**src/rtl/assert_macros.svh**
```systemverilog
// ============================================================================
// Assertion macros
// Shared assertion wrappers for the closest-pair search block. Defining
// NO_ASSERTIONS turns every use into nothing.
// ============================================================================
`ifndef ASSERT_MACROS_SVH
`define ASSERT_MACROS_SVH
`ifndef NO_ASSERTIONS
// Same-cycle implication, disabled while reset is active.
`define CPBF_ASSERT_IMPL(label, ck, rn, ante, cons) \
  label: assert property (@(posedge ck) disable iff (!rn) (ante) |-> (cons)) \
    else $error("cpbf assertion failed");
// Next-cycle implication, disabled while reset is active.
`define CPBF_ASSERT_NEXT(label, ck, rn, ante, cons) \
  label: assert property (@(posedge ck) disable iff (!rn) (ante) |=> (cons)) \
    else $error("cpbf assertion failed");
`else
`define CPBF_ASSERT_IMPL(label, ck, rn, ante, cons)
`define CPBF_ASSERT_NEXT(label, ck, rn, ante, cons)
`endif
`endif

```
**src/rtl/cpbf_pkg.sv**
```systemverilog
// ============================================================================
// cpbf_pkg
// Types shared by the closest-pair search modules.
// ============================================================================
`default_nettype none

package cpbf_pkg;

  // Control that travels with one pair through the distance pipeline.
  typedef struct packed {
    logic valid;  // a pair is present in this stage
    logic seed;   // starting pair (first point, last point): always taken
    logic last;   // final pair of the scan
  } pair_ctl_t;

endpackage

`default_nettype wire

```
**src/rtl/cpbf_ifs.sv**
```systemverilog
// ============================================================================
// cpbf channel interfaces
// Valid/ready channels for the point input and the closest-pair result.
// ============================================================================
`default_nettype none

// Point input channel: one transaction per point.
interface cpbf_in_if #(
  parameter int COORD_BITS = 16
);
  logic                  valid;
  logic                  ready;
  logic [COORD_BITS-1:0] point_x;
  logic [COORD_BITS-1:0] point_y;
  logic                  is_final;

  modport source (output valid, output point_x, output point_y, output is_final,
                  input ready);
  modport sink   (input valid, input point_x, input point_y, input is_final,
                  output ready);
endinterface

// Result channel: one transaction per point set.
interface cpbf_out_if #(
  parameter int IDX_W      = 6,
  parameter int COORD_BITS = 16
);
  logic                    valid;
  logic                    ready;
  logic [IDX_W-1:0]        index_a;
  logic [IDX_W-1:0]        index_b;
  logic [COORD_BITS-1:0]   a_x;
  logic [COORD_BITS-1:0]   a_y;
  logic [COORD_BITS-1:0]   b_x;
  logic [COORD_BITS-1:0]   b_y;
  logic [2*COORD_BITS:0]   dist_squared;
  logic                    overflowed;

  modport source (output valid, output index_a, output index_b, output a_x,
                  output a_y, output b_x, output b_y, output dist_squared,
                  output overflowed, input ready);
  modport sink   (input valid, input index_a, input index_b, input a_x,
                  input a_y, input b_x, input b_y, input dist_squared,
                  input overflowed, output ready);
endinterface

`default_nettype wire

```
**src/rtl/cpbf_store.sv**
```systemverilog
// ============================================================================
// cpbf_store
// Point store: one write port and one read port, read data registered.
// ============================================================================
`default_nettype none

module cpbf_store #(
  parameter int DEPTH = 64,
  parameter int WIDTH = 32
) (
  input  logic                     clk,
  input  logic                     we,
  input  logic [$clog2(DEPTH)-1:0] waddr,
  input  logic [WIDTH-1:0]         wdata,
  input  logic                     re,
  input  logic [$clog2(DEPTH)-1:0] raddr,
  output logic [WIDTH-1:0]         rdata
);

  logic [WIDTH-1:0] mem_r [DEPTH];
  logic [WIDTH-1:0] rdata_r;

  // Write port.
  always_ff @(posedge clk) begin
    if (we) begin
      mem_r[waddr] <= wdata;
    end
  end

  // Read port; read data is registered.
  always_ff @(posedge clk) begin
    if (re) begin
      rdata_r <= mem_r[raddr];
    end
  end

  assign rdata = rdata_r;

endmodule

`default_nettype wire

```
**src/rtl/cpbf_dist.sv**
```systemverilog
// ============================================================================
// cpbf_dist
// Three-stage squared-distance pipeline: differences, squares, sum.
// ============================================================================
`default_nettype none

module cpbf_dist import cpbf_pkg::*; #(
  parameter int COORD_BITS = 16,
  parameter int IDX_W      = 6
) (
  input  logic                    clk,
  input  logic                    rst_n,
  input  pair_ctl_t               in_ctl,
  input  logic [IDX_W-1:0]        in_ia,
  input  logic [IDX_W-1:0]        in_ib,
  input  logic [2*COORD_BITS-1:0] in_pa,
  input  logic [2*COORD_BITS-1:0] in_pb,
  output pair_ctl_t               res_ctl,
  output logic [IDX_W-1:0]        res_ia,
  output logic [IDX_W-1:0]        res_ib,
  output logic [2*COORD_BITS-1:0] res_pa,
  output logic [2*COORD_BITS-1:0] res_pb,
  output logic [2*COORD_BITS:0]   res_dist
);

  localparam int C = COORD_BITS;

  logic [C-1:0] ax, ay, bx, by;
  logic [C-1:0] dx_nxt, dy_nxt;

  pair_ctl_t          ctl1_r, ctl2_r, ctl3_r;
  logic [IDX_W-1:0]   ia1_r, ib1_r, ia2_r, ib2_r, ia3_r, ib3_r;
  logic [2*C-1:0]     pa1_r, pb1_r, pa2_r, pb2_r, pa3_r, pb3_r;
  logic [C-1:0]       dx1_r, dy1_r;
  logic [2*C-1:0]     sqx2_r, sqy2_r;
  logic [2*C:0]       dist3_r;

  // Absolute coordinate differences.
  assign ax = in_pa[C-1:0];
  assign ay = in_pa[2*C-1:C];
  assign bx = in_pb[C-1:0];
  assign by = in_pb[2*C-1:C];

  always_comb begin
    dx_nxt = (ax >= bx) ? (ax - bx) : (bx - ax);
    dy_nxt = (ay >= by) ? (ay - by) : (by - ay);
  end

  // Control of every stage is cleared by reset.
  always_ff @(posedge clk) begin
    if (!rst_n) begin
      ctl1_r <= '0;
      ctl2_r <= '0;
      ctl3_r <= '0;
    end else begin
      ctl1_r <= in_ctl;
      ctl2_r <= ctl1_r;
      ctl3_r <= ctl2_r;
    end
  end

  // Stage 1: differences.
  always_ff @(posedge clk) begin
    ia1_r <= in_ia;
    ib1_r <= in_ib;
    pa1_r <= in_pa;
    pb1_r <= in_pb;
    dx1_r <= dx_nxt;
    dy1_r <= dy_nxt;
  end

  // Stage 2: one multiplier per axis.
  always_ff @(posedge clk) begin
    ia2_r  <= ia1_r;
    ib2_r  <= ib1_r;
    pa2_r  <= pa1_r;
    pb2_r  <= pb1_r;
    sqx2_r <= dx1_r * dx1_r;
    sqy2_r <= dy1_r * dy1_r;
  end

  // Stage 3: sum of squares, one bit wider.
  always_ff @(posedge clk) begin
    ia3_r   <= ia2_r;
    ib3_r   <= ib2_r;
    pa3_r   <= pa2_r;
    pb3_r   <= pb2_r;
    dist3_r <= {1'b0, sqx2_r} + {1'b0, sqy2_r};
  end

  assign res_ctl  = ctl3_r;
  assign res_ia   = ia3_r;
  assign res_ib   = ib3_r;
  assign res_pa   = pa3_r;
  assign res_pb   = pb3_r;
  assign res_dist = dist3_r;

endmodule

`default_nettype wire

```
**src/rtl/cpbf_seq.sv**
```systemverilog
// ============================================================================
// cpbf_seq
// Sequencer: loads points into the store, walks all pairs through the
// distance pipeline, keeps the best pair and holds the result register.
// ============================================================================
`default_nettype none

module cpbf_seq import cpbf_pkg::*; #(
  parameter int MAX_POINTS = 64,
  parameter int COORD_BITS = 16,
  parameter int IDX_W      = 6,
  parameter int CNT_W      = 7
) (
  input  logic                    clk,
  input  logic                    rst_n,
  cpbf_in_if.sink                 in_ch,
  cpbf_out_if.source              out_ch,
  // Store ports
  output logic                    mem_we,
  output logic [IDX_W-1:0]        mem_waddr,
  output logic [2*COORD_BITS-1:0] mem_wdata,
  output logic                    mem_re,
  output logic [IDX_W-1:0]        mem_raddr,
  input  logic [2*COORD_BITS-1:0] mem_rdata,
  // Pair into the distance pipeline (point B comes straight from the store)
  output pair_ctl_t               pair_ctl,
  output logic [IDX_W-1:0]        pair_ia,
  output logic [IDX_W-1:0]        pair_ib,
  output logic [2*COORD_BITS-1:0] pair_pa,
  // Distance pipeline result
  input  pair_ctl_t               res_ctl,
  input  logic [IDX_W-1:0]        res_ia,
  input  logic [IDX_W-1:0]        res_ib,
  input  logic [2*COORD_BITS-1:0] res_pa,
  input  logic [2*COORD_BITS-1:0] res_pb,
  input  logic [2*COORD_BITS:0]   res_dist
);

  localparam int C = COORD_BITS;

  localparam logic [2:0] S_LOAD  = 3'd0;
  localparam logic [2:0] S_SEEDA = 3'd1;
  localparam logic [2:0] S_SEEDB = 3'd2;
  localparam logic [2:0] S_ROW   = 3'd3;
  localparam logic [2:0] S_NEXTA = 3'd4;
  localparam logic [2:0] S_DRAIN = 3'd5;
  localparam logic [2:0] S_DONE  = 3'd6;

  localparam logic [CNT_W-1:0] FULL_CNT = CNT_W'(MAX_POINTS);

  logic [2:0]       state_r, state_nxt;
  logic [CNT_W-1:0] count_r, count_nxt;
  logic             drop_r, drop_nxt;
  logic [CNT_W-1:0] n_r, n_nxt;
  logic             ovf_r, ovf_nxt;
  logic [IDX_W-1:0] i_r, i_nxt;
  logic [IDX_W-1:0] j_r, j_nxt;

  // Tag of the read in flight: point A reload or a pair for the pipeline.
  logic             rd_a_r, rd_a_nxt;
  pair_ctl_t        rd_tag_r, rd_tag_nxt;
  logic [IDX_W-1:0] rd_ia_r, rd_ia_nxt;
  logic [IDX_W-1:0] rd_ib_r, rd_ib_nxt;

  logic [2*C-1:0]   pa_r;

  // Best pair so far.
  logic [IDX_W-1:0] best_ia_r, best_ib_r;
  logic [2*C-1:0]   best_pa_r, best_pb_r;
  logic [2*C:0]     best_dist_r;
  logic             take_best;

  // Result register.
  logic             out_valid_r;
  logic             out_load;
  logic [IDX_W-1:0] out_ia_r, out_ib_r;
  logic [2*C-1:0]   out_pa_r, out_pb_r;
  logic [2*C:0]     out_dist_r;
  logic             out_ovf_r;

  logic             in_fire;
  logic             has_room;
  logic [CNT_W-1:0] n_m1;
  logic             row_end;
  logic             last_row;

  assign in_fire  = in_ch.valid && in_ch.ready;
  assign has_room = (count_r < FULL_CNT);
  assign n_m1     = n_r - CNT_W'(1);
  assign row_end  = ((CNT_W'(j_r) + CNT_W'(1)) == n_r);
  assign last_row = ((CNT_W'(i_r) + CNT_W'(2)) == n_r);

  assign in_ch.ready = (state_r == S_LOAD);
  assign mem_wdata   = {in_ch.point_y, in_ch.point_x};
  assign mem_waddr   = count_r[IDX_W-1:0];

  // Next-state and read-issue logic.
  always_comb begin
    state_nxt  = state_r;
    count_nxt  = count_r;
    drop_nxt   = drop_r;
    n_nxt      = n_r;
    ovf_nxt    = ovf_r;
    i_nxt      = i_r;
    j_nxt      = j_r;
    rd_a_nxt   = 1'b0;
    rd_tag_nxt = '0;
    rd_ia_nxt  = rd_ia_r;
    rd_ib_nxt  = rd_ib_r;
    mem_we     = 1'b0;
    mem_re     = 1'b0;
    mem_raddr  = '0;
    out_load   = 1'b0;
    case (state_r)
      S_LOAD: begin
        if (in_fire) begin
          mem_we = has_room;
          if (has_room) begin
            count_nxt = count_r + CNT_W'(1);
          end else begin
            drop_nxt = 1'b1;
          end
          if (in_ch.is_final) begin
            n_nxt     = has_room ? (count_r + CNT_W'(1)) : count_r;
            ovf_nxt   = drop_r || !has_room;
            count_nxt = '0;
            drop_nxt  = 1'b0;
            state_nxt = S_SEEDA;
          end
        end
      end
      S_SEEDA: begin
        mem_re    = 1'b1;
        mem_raddr = '0;
        rd_a_nxt  = 1'b1;
        state_nxt = S_SEEDB;
      end
      S_SEEDB: begin
        mem_re          = 1'b1;
        mem_raddr       = n_m1[IDX_W-1:0];
        rd_tag_nxt.valid = 1'b1;
        rd_tag_nxt.seed  = 1'b1;
        rd_tag_nxt.last  = (n_r == CNT_W'(1));
        rd_ia_nxt       = '0;
        rd_ib_nxt       = n_m1[IDX_W-1:0];
        i_nxt           = '0;
        j_nxt           = IDX_W'(1);
        state_nxt       = (n_r == CNT_W'(1)) ? S_DRAIN : S_ROW;
      end
      S_ROW: begin
        mem_re          = 1'b1;
        mem_raddr       = j_r;
        rd_tag_nxt.valid = 1'b1;
        rd_tag_nxt.last  = row_end && last_row;
        rd_ia_nxt       = i_r;
        rd_ib_nxt       = j_r;
        j_nxt           = j_r + IDX_W'(1);
        if (row_end) begin
          state_nxt = last_row ? S_DRAIN : S_NEXTA;
        end
      end
      S_NEXTA: begin
        mem_re    = 1'b1;
        mem_raddr = i_r + IDX_W'(1);
        rd_a_nxt  = 1'b1;
        i_nxt     = i_r + IDX_W'(1);
        j_nxt     = i_r + IDX_W'(1) + IDX_W'(1);
        state_nxt = S_ROW;
      end
      S_DRAIN: begin
        if (res_ctl.valid && res_ctl.last) begin
          state_nxt = S_DONE;
        end
      end
      S_DONE: begin
        if (!out_valid_r) begin
          out_load  = 1'b1;
          state_nxt = S_LOAD;
        end
      end
      default: begin
        state_nxt = S_LOAD;
      end
    endcase
  end

  // Control registers.
  always_ff @(posedge clk) begin
    if (!rst_n) begin
      state_r  <= S_LOAD;
      count_r  <= '0;
      drop_r   <= 1'b0;
      n_r      <= '0;
      ovf_r    <= 1'b0;
      i_r      <= '0;
      j_r      <= '0;
      rd_a_r   <= 1'b0;
      rd_tag_r <= '0;
    end else begin
      state_r  <= state_nxt;
      count_r  <= count_nxt;
      drop_r   <= drop_nxt;
      n_r      <= n_nxt;
      ovf_r    <= ovf_nxt;
      i_r      <= i_nxt;
      j_r      <= j_nxt;
      rd_a_r   <= rd_a_nxt;
      rd_tag_r <= rd_tag_nxt;
    end
  end

  // Pair indices of the read in flight, and point A of the current row.
  always_ff @(posedge clk) begin
    rd_ia_r <= rd_ia_nxt;
    rd_ib_r <= rd_ib_nxt;
    if (rd_a_r) begin
      pa_r <= mem_rdata;
    end
  end

  assign pair_ctl = rd_tag_r;
  assign pair_ia  = rd_ia_r;
  assign pair_ib  = rd_ib_r;
  assign pair_pa  = pa_r;

  // Best pair: the seed is always taken, later pairs only when strictly closer.
  assign take_best = res_ctl.valid && (res_ctl.seed || (res_dist < best_dist_r));

  always_ff @(posedge clk) begin
    if (take_best) begin
      best_ia_r   <= res_ia;
      best_ib_r   <= res_ib;
      best_pa_r   <= res_pa;
      best_pb_r   <= res_pb;
      best_dist_r <= res_dist;
    end
  end

  // Result register, freed when the transaction completes.
  always_ff @(posedge clk) begin
    if (!rst_n) begin
      out_valid_r <= 1'b0;
    end else if (out_load) begin
      out_valid_r <= 1'b1;
    end else if (out_ch.ready) begin
      out_valid_r <= 1'b0;
    end
  end

  always_ff @(posedge clk) begin
    if (out_load) begin
      out_ia_r   <= best_ia_r;
      out_ib_r   <= best_ib_r;
      out_pa_r   <= best_pa_r;
      out_pb_r   <= best_pb_r;
      out_dist_r <= best_dist_r;
      out_ovf_r  <= ovf_r;
    end
  end

  assign out_ch.valid        = out_valid_r;
  assign out_ch.index_a      = out_ia_r;
  assign out_ch.index_b      = out_ib_r;
  assign out_ch.a_x          = out_pa_r[C-1:0];
  assign out_ch.a_y          = out_pa_r[2*C-1:C];
  assign out_ch.b_x          = out_pb_r[C-1:0];
  assign out_ch.b_y          = out_pb_r[2*C-1:C];
  assign out_ch.dist_squared = out_dist_r;
  assign out_ch.overflowed   = out_ovf_r;

endmodule

`default_nettype wire

```
**src/rtl/closest_pair_brute_force.sv**
```systemverilog
// ============================================================================
// closest_pair_brute_force
// Brute-force closest pair of 2-D points by squared Euclidean distance.
// ============================================================================
// Points are loaded one per transaction into a point store with one write
// port and one read port until a transaction marked is_final; points beyond
// MAX_POINTS are dropped and flagged in overflowed. The search then reads the
// store once per pair: one pair enters the three-stage distance pipeline per
// cycle through the store's single read port, except at each row start, where
// the row's first point is fetched instead. Input is refused during the
// search; the result waits in its own register, so the next set can load
// while it is still pending. Ties go to the earliest pair in scan order, and
// the pair (first, last) holds unless a strictly closer pair is found. A
// single point gives the pair (0,0) at distance 0.
`default_nettype none
`include "assert_macros.svh"

module closest_pair_brute_force import cpbf_pkg::*; #(
  parameter int MAX_POINTS = 64,
  parameter int COORD_BITS = 16
) (
  input  logic       clk,
  input  logic       rst_n,
  cpbf_in_if.sink    in_ch,
  cpbf_out_if.source out_ch
);

  localparam int IDX_W = $clog2(MAX_POINTS);
  localparam int CNT_W = $clog2(MAX_POINTS + 1);
  localparam int PW    = 2 * COORD_BITS;

  logic             mem_we;
  logic [IDX_W-1:0] mem_waddr;
  logic [PW-1:0]    mem_wdata;
  logic             mem_re;
  logic [IDX_W-1:0] mem_raddr;
  logic [PW-1:0]    mem_rdata;

  pair_ctl_t        pair_ctl;
  logic [IDX_W-1:0] pair_ia, pair_ib;
  logic [PW-1:0]    pair_pa;

  pair_ctl_t        res_ctl;
  logic [IDX_W-1:0] res_ia, res_ib;
  logic [PW-1:0]    res_pa, res_pb;
  logic [PW:0]      res_dist;

  // Point store.
  cpbf_store #(
    .DEPTH (MAX_POINTS),
    .WIDTH (PW)
  ) u_store (
    .clk   (clk),
    .we    (mem_we),
    .waddr (mem_waddr),
    .wdata (mem_wdata),
    .re    (mem_re),
    .raddr (mem_raddr),
    .rdata (mem_rdata)
  );

  // Squared-distance pipeline; point B is the store's read data.
  cpbf_dist #(
    .COORD_BITS (COORD_BITS),
    .IDX_W      (IDX_W)
  ) u_dist (
    .clk      (clk),
    .rst_n    (rst_n),
    .in_ctl   (pair_ctl),
    .in_ia    (pair_ia),
    .in_ib    (pair_ib),
    .in_pa    (pair_pa),
    .in_pb    (mem_rdata),
    .res_ctl  (res_ctl),
    .res_ia   (res_ia),
    .res_ib   (res_ib),
    .res_pa   (res_pa),
    .res_pb   (res_pb),
    .res_dist (res_dist)
  );

  // Load, scan and result control.
  cpbf_seq #(
    .MAX_POINTS (MAX_POINTS),
    .COORD_BITS (COORD_BITS),
    .IDX_W      (IDX_W),
    .CNT_W      (CNT_W)
  ) u_seq (
    .clk       (clk),
    .rst_n     (rst_n),
    .in_ch     (in_ch),
    .out_ch    (out_ch),
    .mem_we    (mem_we),
    .mem_waddr (mem_waddr),
    .mem_wdata (mem_wdata),
    .mem_re    (mem_re),
    .mem_raddr (mem_raddr),
    .mem_rdata (mem_rdata),
    .pair_ctl  (pair_ctl),
    .pair_ia   (pair_ia),
    .pair_ib   (pair_ib),
    .pair_pa   (pair_pa),
    .res_ctl   (res_ctl),
    .res_ia    (res_ia),
    .res_ib    (res_ib),
    .res_pa    (res_pa),
    .res_pb    (res_pb),
    .res_dist  (res_dist)
  );

  // No point is taken while pairs are being scanned.
  `CPBF_ASSERT_IMPL(a_no_load_in_scan, clk, rst_n, pair_ctl.valid, !in_ch.ready)
  // Scanned pairs are always ordered first index below second.
  `CPBF_ASSERT_IMPL(a_pair_order, clk, rst_n, pair_ctl.valid && !pair_ctl.seed, pair_ia < pair_ib)
  // The seed pair always starts from the first point.
  `CPBF_ASSERT_IMPL(a_seed_first, clk, rst_n, pair_ctl.valid && pair_ctl.seed, pair_ia == '0)
  // Nothing follows the last pair of a scan.
  `CPBF_ASSERT_NEXT(a_last_ends, clk, rst_n, pair_ctl.valid && pair_ctl.last, !pair_ctl.valid)

endmodule

`default_nettype wire

```
**src/flat_wrapper.sv**
```systemverilog
// flat-port wrapper written by rule: the top's interface ports become plain ports
module closest_pair_brute_force_flat import cpbf_pkg::*;
#(
  parameter int MAX_POINTS = 64,
  parameter int COORD_BITS = 16
)
  (clk, rst_n, in_ch_valid, in_ch_point_x, in_ch_point_y, in_ch_is_final, in_ch_ready, out_ch_valid, out_ch_index_a, out_ch_index_b, out_ch_a_x, out_ch_a_y, out_ch_b_x, out_ch_b_y, out_ch_dist_squared, out_ch_overflowed, out_ch_ready);
  cpbf_in_if #(.COORD_BITS(COORD_BITS)) in_ch_i ();
  cpbf_out_if #(.IDX_W((6)), .COORD_BITS(COORD_BITS)) out_ch_i ();
  input  logic clk;
  input  logic rst_n;
  input wire logic [$bits(in_ch_i.valid)-1:0] in_ch_valid;
  input wire logic [$bits(in_ch_i.point_x)-1:0] in_ch_point_x;
  input wire logic [$bits(in_ch_i.point_y)-1:0] in_ch_point_y;
  input wire logic [$bits(in_ch_i.is_final)-1:0] in_ch_is_final;
  output wire logic [$bits(in_ch_i.ready)-1:0] in_ch_ready;
  output wire logic [$bits(out_ch_i.valid)-1:0] out_ch_valid;
  output wire logic [$bits(out_ch_i.index_a)-1:0] out_ch_index_a;
  output wire logic [$bits(out_ch_i.index_b)-1:0] out_ch_index_b;
  output wire logic [$bits(out_ch_i.a_x)-1:0] out_ch_a_x;
  output wire logic [$bits(out_ch_i.a_y)-1:0] out_ch_a_y;
  output wire logic [$bits(out_ch_i.b_x)-1:0] out_ch_b_x;
  output wire logic [$bits(out_ch_i.b_y)-1:0] out_ch_b_y;
  output wire logic [$bits(out_ch_i.dist_squared)-1:0] out_ch_dist_squared;
  output wire logic [$bits(out_ch_i.overflowed)-1:0] out_ch_overflowed;
  input wire logic [$bits(out_ch_i.ready)-1:0] out_ch_ready;
  assign in_ch_i.valid = in_ch_valid;
  assign in_ch_i.point_x = in_ch_point_x;
  assign in_ch_i.point_y = in_ch_point_y;
  assign in_ch_i.is_final = in_ch_is_final;
  assign in_ch_ready = in_ch_i.ready;
  assign out_ch_valid = out_ch_i.valid;
  assign out_ch_index_a = out_ch_i.index_a;
  assign out_ch_index_b = out_ch_i.index_b;
  assign out_ch_a_x = out_ch_i.a_x;
  assign out_ch_a_y = out_ch_i.a_y;
  assign out_ch_b_x = out_ch_i.b_x;
  assign out_ch_b_y = out_ch_i.b_y;
  assign out_ch_dist_squared = out_ch_i.dist_squared;
  assign out_ch_overflowed = out_ch_i.overflowed;
  assign out_ch_i.ready = out_ch_ready;
  closest_pair_brute_force #(.MAX_POINTS(MAX_POINTS), .COORD_BITS(COORD_BITS)) u_core (.clk(clk), .rst_n(rst_n), .in_ch(in_ch_i), .out_ch(out_ch_i));
endmodule
```
**config.mk**
```make
export PLATFORM = sky130hd
export DESIGN_NAME = closest_pair_brute_force_flat
export DESIGN_NICKNAME = d
export VERILOG_FILES = /design/src/rtl/cpbf_pkg.sv /design/src/rtl/cpbf_ifs.sv /design/src/rtl/cpbf_store.sv /design/src/rtl/cpbf_dist.sv /design/src/rtl/cpbf_seq.sv /design/src/rtl/closest_pair_brute_force.sv /design/src/flat_wrapper.sv
export VERILOG_INCLUDE_DIRS = /design/src /design/src/rtl
export SDC_FILE = /design/constraint.sdc
export NUM_CORES = 2
export LEC_CHECK = 0
export BUFFER_PORTS_ARGS = -buffer_cell sky130_fd_sc_hd__buf_2
export CORE_MARGIN = 8
export CORE_UTILIZATION = 65
export DETAILED_ROUTE_END_ITERATION = 7
export GPL_TIMING_DRIVEN = 0
export HOLD_SLACK_MARGIN = 0.02
export PLACE_DENSITY = 0.81
export SLEW_MARGIN = 20
export SYNTH_ARGS = -nofsm -noshare
export SYNTH_HDL_FRONTEND = slang
export SYNTH_SLANG_ARGS = --single-unit
```
**constraint.sdc**
```tcl
create_clock -name clk -period 31.4 [get_ports clk]
set_input_delay 3.14 -clock clk [delete_from_list [all_inputs] [get_ports clk]]
set_output_delay 3.14 -clock clk [all_outputs]
set_load 0.03 [all_outputs]
```
==> summary.md <==
The run finished, with violations left. The final reports fail on DRC. The routed design could run at a clock period as short as 7.35 ns. The leading cell type by number of instances after synthesis is sky130_fd_sc_hd__edfxtp_1. Entering global routing, the biggest net connects 65 pins.

Each instance of the synthesized netlist takes up on average 12.6 um^2. Number of clock sinks: 2743. In this design, the critical path's most frequently occurring cell is sky130_fd_sc_hd__fa_1. After detailed routing, the wire length on met1 is 119000 um. The mapped netlist covers 120000 um^2. The tools report the maximum clock frequency as 136 MHz. The cell type with the highest aggregate area in the netlist is sky130_fd_sc_hd__edfxtp_1. After layout, the worst path uses 23.4% of the clock period. The tools report the number of warning messages in the yosys log as 0. Setup repair after global routing left no endpoint under its margin.

For the die outline area, the log shows 198000 um^2. In this run the biggest area consumer among cell types represents 58.7% of the synthesized area. The required arrival time at the worst endpoint came out at 32.25 ns. Row generation in the floorplan step produced 157 rows.

Sequential cells were found to cover 65.4% of the synthesized design area. The placed cell count is 12200. The share of cells above drive strength 1 is 9.68%. In this run the horizontal extent of the chip is 445 um. Cell with the largest stage delay on the worst path: sky130_fd_sc_hd__clkbuf_1. The type of the most critical hold path was flop to flop.

Via count of the first global-routing pass: 81600. Yosys mapped the design onto 95 distinct sky130hd cell types. Initial antenna violation count: 43. Top routing layer in use: met5.

In this run the clock root is driven by a sky130_fd_sc_hd__clkbuf_16. Pin placement for this block handled 149 I/O pins. The number of flops mapped to enable cells by yosys is 2343, and the worst path arrival time is 8.20 ns. The run gives 1.04 as the final RePlAce weighted congestion. The placeable core area is 183000 um^2, and the maximum fanout count along the critical path is 10.

During placement, the flow inserted port buffers numbering 147. In the routed design, unresolved DRC markers number 26. The H-tree was split into 5 levels.

The number of gates given a new drive strength after cts was 0. The die is 445 um tall. For the setup TNS, the log shows 0 ns. For this run the aggregate overflow at the end of global routing stands at 0. The initial utilization of the core area, before any placement, comes to 65.5%.

The worst setup path is launched from a flop. The worst setup path is of the flop to flop kind. The largest clock skew in the final design was 0.0733 ns. The largest stage delay on the critical path came out at 0.56 ns.

For the count of final hold-check violations, the log shows 0. STA classifies the critical path endpoint as a flop. The tools report the number of standard cells in the layout, taps in and fillers out as 12700. The tools report the number of nets in the layout as 10700. The clock slew seen by the registers of the worst setup and hold paths works out to 0.06 ns.

Ranked by instance count, the synthesized netlist is headed by sky130_fd_sc_hd__edfxtp_1 (2343), sky130_fd_sc_hd__nand2_1 (2297), sky130_fd_sc_hd__inv_1 (639). In this run the deepest clock path goes through 4 buffers. The net count after synthesis is 10200, and the synthesized flop and latch total is 2743. The routed wire length per instance was 28.2 um; the residual antenna-violating net count after detailed routing was 0. Traced cell by cell, the critical path runs through clkbuf_1, clkbuf_1, nand2_1, fa_1, fa_1, inv_1, fa_1, fa_1, fa_1, inv_1, fa_1, inv_1, ha_1, clkbuf_1, a21oi_1, nand2_1, or2_2, a2111o_1, nand2_1, o311ai_0, a2111oi_0, nand3b_1. The half-perimeter wire length of the detailed placement result is 248000 um, and the first-pass iteration count of the detailed router is 8. The logs give 283 for the number of buffers added by the clock tree synthesis step and 0 for the max-slew violation total from the final report. The post-synthesis to final-layout area growth works out to 13.2%.

The detailed-route vias per instance is 6.56, and the hold buffer count at CTS is 0. For this block, the via count after detailed routing is 83600. The routed design uses 46800 um of met3 wire. Across the run, the number of max-cap violations was 0. Synthesis produced 9495 cells. The overall global routing resource usage is 35.3%. At the pin with the least slew margin, the transition time is 1.44 ns. For the clock insertion delay at the later pin of the skew report, the log shows 0.95 ns. Measured against its own limit, the worst slew margin works out to 3.39%.

After the first detailed-routing iteration, the DRC count stood at 13000. The final layout contains routed wiring with a total length of 359000 um. In this run the cell area measured after placement is 127000 um^2. For the post-route standard cell area excluding fillers, the log shows 136000 um^2.

Counting flops with an async set or reset pin after synthesis yields a share of 0%. The first global-routing pass estimated 519000 um of wire. After clock tree synthesis, the setup repair step added 0 buffers. The routed design uses 161000 um of met2 wire.

The most used flip-flop cell after synthesis is sky130_fd_sc_hd__edfxtp_1. Sorting the synthesized cells by area gives the leading types as sky130_fd_sc_hd__edfxtp_1 (59%), sky130_fd_sc_hd__nand2_1 (7.2%), sky130_fd_sc_hd__dfxtp_1 (6.7%). TritonCTS built the clock tree. The number of failing setup endpoints in the final timing report was 0.
## registers in the layout (all words and copies together), names as in the netlist, 33 cells and up
name,flops
u_core.u_dist.res_dist,33
u_core.u_seq.best_dist_r,33
u_core.u_seq.out_ch.dist_squared,33
u_core.u_store.mem_r,2048
## per-layer routing
layer  global-route usage, %  vias up
li1                        -    34900
met1                    43.1    40300
met2                    54.5     6829
met3                    9.87     1532
met4                    25.5       28
met5                   0.168        -
## critical path: cells and delay by family, from the launching register on
| family | cells | cell delay [ns] |
|---|---|---|
| buf+inv | 6 | 1.38 |
| fa+ha+maj | 7 | 3.30 |
| simple gates | 5 | 0.88 |
| flops | 1 | 0.44 |
| compound gates | 4 | 1.27 |
## final cells by class
| type | count | area, um^2 |
|---|---|---|
| plain buffers | 542 | 2430 |
| inverters | 642 | 2410 |
| multi-input cells | 5568 | 37300 |
| flip-flops and latches | 2743 | 78400 |
| diodes | 39 | 97.6 |
| repair buffers | 262 | 3230 |
| fillers | 11200 | 47500 |
| well taps | 2464 | 3080 |
| clock buffers | 370 | 7760 |
| clock inverters | 112 | 972 |
## per-stage QoR
stage / setup WS, ns / hold WS, ns / utilization (%)
final: 24.05 / 0.280 / 74.1
after global routing: 23.71 / 0.294 / 74.0
after CTS: 24.12 / 0.285 / 74.0
after detailed placement: 24.16 / 0.312 / 69.2
after global placement: 13.79 / 0.310 / 67.5
after floorplan: 19.28 / 0.310 / -
## kinds of logic (layout without fill, tap and decap cells)
group           Yosys count  after routing  synth area share, %
mux                      31             31                0.265
buf+inv                1184           1928                 4.04
simple gates           3472           3472                 12.8
compound gates         1274           1274                 7.65
xor+xnor                134            134                0.979
flops                  2743           2743                 65.4
fa+ha+maj               657            657                 8.92
other cells               0             39                    0
## layout by cell type (no fill, tap or decap), drive strengths merged, types with 8 or more instances in the layout
cell type	instances
dfxtp	400
o21a	29
nand2b	22
and2	107
mux2i	25
nor4	39
xnor2	87
clkbuf	673
nor3	50
buf	501
o221a	32
a311oi	261
a22oi	8
edfxtp	2343
a31oi	270
diode	39
inv	647
o211ai	10
a211oi	217
nand3	171
ha	329
fa	328
o21ai	85
xor2	47
a21oi	199
nand3b	9
o21bai	12
nor2b	35
nand2	2298
bufinv	17
o31ai	13
and3	465
a21o	50
nand4	17
nor2	213
clkinv	84
or3	11
## final timing paths
check                          start                        to  depth (start not counted)  slack (ns)
max           u_core.u_dist.dx1_r[4]  u_core.u_dist.sqx2_r[28]                         22       24.05
min          u_core.u_dist.pa1_r[28]   u_core.u_dist.pa2_r[28]                          0        0.28
max reg2reg   u_core.u_dist.dx1_r[4]  u_core.u_dist.sqx2_r[28]                         22       24.05
min reg2reg  u_core.u_dist.pa1_r[28]   u_core.u_dist.pa2_r[28]                          0        0.28
Power is left out: the tool's default activity adds up to more than one toggle a clock period on the data nets, which glitch-free logic cannot reach.
